[src/design/qrs_pkg.sv]
// Shared constants and types of the quadratic root solver.
`default_nettype none
package qrs_pkg;
	localparam int COEF_W    = 16;
	localparam int FRAC_BITS = 16;
	localparam int DISC_W    = 2 * COEF_W + 2;
	localparam int COUNT_W   = 2;
	localparam int ROOT_W    = 35;
	localparam int RAD_W     = DISC_W + 2 * FRAC_BITS;
	localparam int SQ_W      = RAD_W / 2;
	localparam int REM_W     = SQ_W + 3;
	localparam int NUM_W     = SQ_W + 2;
	localparam int QW        = NUM_W - 1;
	localparam int DEN_W     = COEF_W + 1;
	localparam int DREM_W    = DEN_W + 1;
	localparam int DIV_LAT   = QW + 2;
	localparam int IN_W      = 3 * COEF_W;
	localparam int S_TDATA_W = ((IN_W + 7) / 8) * 8;
	localparam int OUT_W     = DISC_W + COUNT_W + 2 * ROOT_W + 1;
	localparam int M_TDATA_W = ((OUT_W + 7) / 8) * 8;

	localparam logic [COUNT_W-1:0] CNT_NONE = 2'd0;
	localparam logic [COUNT_W-1:0] CNT_ONE  = 2'd1;
	localparam logic [COUNT_W-1:0] CNT_TWO  = 2'd2;

	typedef struct packed {
		logic signed [DISC_W-1:0] disc;
		logic [COUNT_W-1:0]       count;
		logic                     degen;
		logic                     go;
	} side_t;
endpackage
`default_nettype wire

[src/design/qrs_divider.sv]
// Pipelined signed divider by 2a, one quotient bit per stage, truncating toward zero.
`default_nettype none
module qrs_divider
	import qrs_pkg::*;
(
	input  wire logic                     clk,
	input  wire logic                     en,
	input  wire logic signed [NUM_W-1:0]  num,
	input  wire logic signed [COEF_W-1:0] coef_a,
	output logic signed [ROOT_W-1:0]      quot
);
	logic [QW-1:0]     n_s   [0:QW];
	logic [DREM_W-1:0] rem_s [0:QW];
	logic [DEN_W-1:0]  den_s [0:QW];
	logic              neg_s [0:QW];
	logic signed [ROOT_W-1:0] quot_s;
	logic [NUM_W-1:0]    num_mag;
	logic [COEF_W-1:0]   a_mag;

	assign num_mag = num[NUM_W-1] ? NUM_W'(-num) : NUM_W'(num);
	assign a_mag   = coef_a[COEF_W-1] ? COEF_W'(-coef_a) : COEF_W'(coef_a);

	// Take magnitudes and the quotient sign
	always_ff @(posedge clk) begin
		if (en) begin
			n_s[0]   <= num_mag[QW-1:0];
			rem_s[0] <= '0;
			den_s[0] <= {a_mag, 1'b0};
			neg_s[0] <= num[NUM_W-1] ^ coef_a[COEF_W-1];
		end
	end

	// Restoring division, one bit per stage
	for (genvar k = 1; k <= QW; k++) begin : g_step
		logic [DREM_W-1:0] trial;
		logic              fit;
		assign trial = {rem_s[k-1][DREM_W-2:0], n_s[k-1][QW-1]};
		assign fit   = trial >= {1'b0, den_s[k-1]};
		always_ff @(posedge clk) begin
			if (en) begin
				rem_s[k] <= fit ? DREM_W'(trial - {1'b0, den_s[k-1]}) : trial;
				n_s[k]   <= {n_s[k-1][QW-2:0], fit};
				den_s[k] <= den_s[k-1];
				neg_s[k] <= neg_s[k-1];
			end
		end
	end

	// Apply the sign
	always_ff @(posedge clk) begin
		if (en) begin
			quot_s <= neg_s[QW] ? ROOT_W'(-$signed({1'b0, n_s[QW]}))
			                    : ROOT_W'($signed({1'b0, n_s[QW]}));
		end
	end

	assign quot = quot_s;
endmodule
`default_nettype wire

[config.mk]
export PLATFORM = sky130hd
export DESIGN_NAME = qrs_divider
export DESIGN_NICKNAME = d
export VERILOG_FILES = /design/src/design/qrs_pkg.sv /design/src/design/qrs_divider.sv
export SDC_FILE = /design/constraint.sdc
export NUM_CORES = 2
export LEC_CHECK = 0
export BUFFER_PORTS_ARGS = -buffer_cell sky130_fd_sc_hd__clkbuf_2
export CAP_MARGIN = 25
export CORE_UTILIZATION = 60
export DETAILED_ROUTE_END_ITERATION = 8
export GPL_ROUTABILITY_DRIVEN = 0
export PLACE_DENSITY_LB_ADDON = 0.15
export SLEW_MARGIN = 15
export SYNTH_ARGS = -nofsm -noshare
export SYNTH_HDL_FRONTEND = slang
export SYNTH_SLANG_ARGS = --single-unit
[constraint.sdc]
create_clock -name clk -period 4.6 [get_ports clk]
set_input_delay 0.46 -clock clk [delete_from_list [all_inputs] [get_ports clk]]
set_output_delay 0.46 -clock clk [all_outputs]
set_load 0.01 [all_outputs]
* After elaboration in Yosys (flattened, before gate mapping)
Memories as Yosys holds them, arrays and structs flattened.
Cells that the tools add are included.
** Operators by class
- $add $sub $neg :: 37
- Multipliers :: 0
- Divide/modulo/power cells :: 0
- $lt $le $gt $ge :: 34
- Eq/ne operators :: 0
- Shifts and indexed selects :: 0
- Mux-type cells :: 39
- Bitwise operators :: 1
- Reductions and logical operators :: 0
** Operators by type and width (number)
- greater-or-equal comparator 18 x 17 -> 1 bit :: 34
- two-way mux 18 bit :: 34
- subtractor 18 x 17 -> 18 bit :: 34
- two-way mux 34 bit :: 2
- negation 34 -> 35 bit :: 1
- negation 34 bit :: 1
- two-way mux 16 bit :: 1
- negation 16 bit :: 1
- two-way mux 1 bit :: 2
- bitwise XOR 1 bit :: 1
** Storage, ports and cells
- Register bits :: 35
- Latch bits :: 0
- RAM bits :: 2450
- ROM bits :: 0
- Bits of input ports :: 53
- Output and inout port bits :: 35
- Memories kept :: 4
** Memory list
- n_s :: depth 35, width 34, rd ports 35, clocked after Yosys merged registers in 0, write ports 35, line qrs_divider.sv:12 : logic [QW-1:0] n_s [0:QW];
- rem_s :: depth 35, width 18, rd ports 34, clocked after Yosys merged registers in 0, write ports 35, line qrs_divider.sv:13 : logic [DREM_W-1:0] rem_s [0:QW];
- den_s :: depth 35, width 17, rd ports 34, clocked after Yosys merged registers in 0, write ports 35, line qrs_divider.sv:14 : logic [DEN_W-1:0] den_s [0:QW];
- neg_s :: depth 35, width 1, rd ports 35, clocked after Yosys merged registers in 0, write ports 35, line qrs_divider.sv:15 : logic neg_s [0:QW];

* Longest topological paths before layout
An unclocked memory read counts as a cell.
- Depth after elaboration :: 3
- Mapped depth :: 13

* Worst setup path before layout
No wires, ideal clock.
- Path type :: reg-to-reg
- Start :: mem den_s[4][2] in the netlist's numbering
- End :: mem rem_s[5][11] in the netlist's numbering, data pin
- Library setup time :: 0.260 ns
- Data arrival time :: 2.980 ns
- Required time :: 4.340 ns
- Slack :: 1.360 ns
- Stages on the path, launching flop included :: 12
- Buffers on the path :: 1
- Clock period less this slack :: 3.240 ns
- Cells stage by stage :: edfxtp_1 > inv_1 > ha_1 > nor2b_1 > o31ai_1 > a21oi_1 > a22o_1 > o22ai_2 > a21oi_1 > a2111oi_4 > buf_2 > mux2_2
** RTL lines (line)
- start, declared :: qrs_divider.sv:14
- end, declared :: qrs_divider.sv:13

==> results by stage <==
Floorplan:
- For this configuration, the core starts out at a cell density of 0.604.
- The die span in x is 418 µm.
- The number of rows created at floorplan is 152.
- The overall die area is 175000 µm².
- The vertical die dimension is 418 µm.
- The floorplan step defined a core boundary enclosing 172000 µm².
- The count of boundary I/O pins is 88.

Clock network:
- The number of levels the H-tree was split into is 4.
- The largest buffer count on any clock path is 3.
- The cell sitting at the root of the clock tree is a sky130_fd_sc_hd__clkbuf_16.
- The number of hold buffers added after CTS is 56.
- The number of clock sinks is 2365.
- Clock-pin slew was measured on the worst setup and hold paths at 0.06 ns.
- Counting the buffers created by CTS gives 230.
- Once the clock tree was built, the resizer swapped 0 gates to a different size.
- The latest clock arrival within the worst-skew pair is 0.87 ns.
- The clock tree from TritonCTS is yes.
- The setup fix buffers added after clock tree synthesis is 0.

Setup path:
- STA puts the critical path data arrival time at 4.03 ns.
- The worst setup path is launched from a register.
- The element type at the critical path end is a register.
- The largest fanout on the critical path is 17.
- The worst register-to-register path begins at den_s[17][2].
- The critical path is of the reg2reg type.
- Data on the critical path is required at its endpoint by 5.17 ns.
- In this run the worst setup path begins at den_s[17][2].

Detailed routing:
- The detail-routed via count per cell is 5.67.
- The first routing iteration left 4067 violations.
- The detailed-route via count is 57.6k.
- The remaining design rule violation count is 0.
- The first TritonRoute pass finished after 5 iterations.
- The count of nets left with antenna violations once routing finished came out at 0.
- The average routed wire per standard cell is 17.5 µm.
- For this block, the routed nets add up to 178 mm of wire.

Global routing:
- After global routing, the most crowded layer is met2.
- The overflow left after global routing is 0.
- The initial antenna violation count is 0.
- The fraction of met2 tracks used by global routing is 0.347.
- For met1 alone, demand over resource in global routing was 0.270.
- The global-route wire length before repair is 288 mm.
- Entering global routing, the biggest net connects 153 pins.
- The total track usage is 0.204.
- For this run, global-route usage on met3 was measured as 0.0303.
- The via count of the first global-routing pass is 56.6k.

Worst hold path:
- The hold path startpoint is en.
- The path class of the tightest hold or removal check is in2reg.

Layout:
- The repair_antennas step left the layout with diodes totalling 0.
- The sequential cell area in the final layout is 71000 µm².
- The leading cell type in the layout, fill and taps excluded is sky130_fd_sc_hd__edfxtp_1.
- The net total in the final layout is 8271.
- The layout-stage area growth over the synthesis result is 11.8%.
- In the final layout, the multi-input gates occupy 30000 µm².
- Counting the fill cells in the layout gives 11.8k.
- The library cells used most frequently in the layout, excluding fill and tap cells, are sky130_fd_sc_hd__edfxtp_1 (2365), sky130_fd_sc_hd__inv_1 (665), sky130_fd_sc_hd__ha_1 (532).
- After routing the design area is 116000 µm².
- Of the cells placed in the final design, the portion with a size suffix greater than 1 is 0.0950.

Placed design:
- In this run the tool buffered the top-level ports with 87 buffer cells.
- Summing all placed instances gives a cell area of 108000 µm².
- Before CTS, the worst setup slack after placement is 1.20 ns.
- After legalization and detailed placement, the total HPWL measured 122 mm.

Synthesis:
- The average footprint of a synthesized cell is 14.2 µm².
- Counting distinct cell types in the post-synthesis netlist gives 88.
- The sequential share of the synthesized area is 0.685.
- The synthesis-stage register bit count is 2365.
- The synthesis warning total is 0.
- Synthesis handed over a netlist of 7291 instances.
- The most common flop cell mapped by yosys is sky130_fd_sc_hd__edfxtp_1.
- The fraction of registers with async set/reset is 0.
- The number of enable flip-flop cells after synthesis is 2365.
- The post-synthesis cell area is 104000 µm².

Run:
- The max-capacitance violation count is 0.

STA:
- On the final layout, the worst clock skew is 0.0590 ns.
- The total count of hold-check failures in the final report is 0.
- The worst hold slack after final layout is 0.137 ns.
- The final worst-path setup slack is 1.14 ns.
- The final period demand of the worst path is 3.46 ns.
- The maximum clock rate is 0.289 GHz.
- The final max-slew violation count is 0.
- Setup repair after global routing left no endpoint under its margin.
- The share of the clock period used by the worst path is 0.752.
- The final sum of negative setup slack is 0 ns.
- Setup violations remaining at the end of the flow were counted as 0.
- At the pin with the least slew margin, the transition time is 0.973 ns.
- The worst relative slew slack is 0.344.

Power:
- The peak ir drop on the vdd network is 0.415 mV.
- For this design the total switching power over the nets is 0.0234 W.
- The internal portion of the total power is 0.0506 W.
- The power per cell area is 637 nW/µm².
- The share of total power in the clock network is 0.254.
- Power comes to 0.0739 W.
- The share of total power dissipated in sequential elements is 0.422.
- Of the total power, the share spent switching nets is 0.316.
- For this design the static power due to leakage is 44.2 nW.
- The combinational share of power is 0.324.

Run status:
- The run finished with clean final reports.
## cell type report
class	instances	area share
Clock inverter	163	0.0159
Sequential cell	2365	0.612
Inverter	666	0.0215
Tap cell	2310	0.0249
Clock buffer	260	0.0506
Multi-Input combinational cell	4158	0.258
Timing Repair Buffer	233	0.0168
## per-layer routing
layer / vias up / share of wire
met3: 334 / 0.042
met5: - / 0
met4: 0 / 0.029
met2: 1262 / 0.49
met1: 28000 / 0.44
li1: 28100 / -
## synth_stat cells (all sizes together), types with 22 or more instances
cell type  number  area (µm²)
edfxtp       2365       71000
inv           666        2500
ha            532        6660
o21ai         464        2320
a21oi         432        2160
nand2         392        1470
nor2          369        1390
xnor2         263        2300
xor2          166        1450
a21o          156        1170
mux2          156        1760
o21a          121         908
clkbuf        100         375
nand3          86         435
nor2b          84         526
nor3           83         420
nand2b         81         507
o31ai          78         596
nand4          74         463
a211oi         43         323
o31a           39         342
or3            38         248
a31oi          37         231
o21bai         35         263
fa             32         641
and3           30         188
o211ai         29         218
nor4           27         175
a21boi         22         165
## worst paths after layout
check,end,slack [ns],cells after the start
worst max-delay path,rem_s[18][3],1.14,10
worst min-delay path,n_s[0][3],0.14,1
worst max register to register,rem_s[18][3],1.14,10
worst min register to register,neg_s[1],0.40,0
## sequential cells by signal (all words and copies together), names as in the netlist
signal,cells
n_s,1190
rem_s,561
den_s,544
neg_s,35
quot,35
## power by group through the flow
stage,Clock [W],Sequential [W],Combinational [W]
after floorplan,0,0.0306,0.0184
after global placement,0,0.0316,0.0227
after detailed placement,0,0.0316,0.0235
after CTS,0.0193,0.0313,0.0237
after global routing,0.0201,0.0316,0.0267
final,0.0188,0.0312,0.0239
## per-stage QoR
stage,cells,utilization
2_1_floorplan,7298,-
3_3_place_gp,9674,0.627
3_5_place_dp,9674,0.627
4_1_cts,10200,0.675
5_1_grt,10200,0.676
6_report,10200,0.676
## worst max-delay path: stages (launching register included)
cell,delay (ns)
sky130_fd_sc_hd__edfxtp_1,0.44
sky130_fd_sc_hd__inv_1,0.09
sky130_fd_sc_hd__ha_1,0.23
sky130_fd_sc_hd__nor2b_1,0.14
sky130_fd_sc_hd__o31ai_1,0.36
sky130_fd_sc_hd__a21oi_1,0.22
sky130_fd_sc_hd__or2_2,0.36
sky130_fd_sc_hd__o21ai_1,0.24
sky130_fd_sc_hd__nand2_1,0.08
sky130_fd_sc_hd__a311o_1,0.63
sky130_fd_sc_hd__mux2_2,0.39
## kinds of logic (layout without fill, tap and decap cells)
kind of cell / Yosys count / in the layout / share of synthesized area
xor gates and xnor gates: 429 / 429 / 0.0362
AOI/OAI and AO/OA: 1621 / 1621 / 0.0984
DFF: 2365 / 2365 / 0.685
other: 1 / 8 / 0.0000361
muxes: 175 / 175 / 0.0188
and+or+nand+nor: 1361 / 1361 / 0.0635
adders and majority gates: 564 / 564 / 0.0703
buffers and inverters: 775 / 1322 / 0.0281
Note: power is estimated with default switching activity, not from simulation.
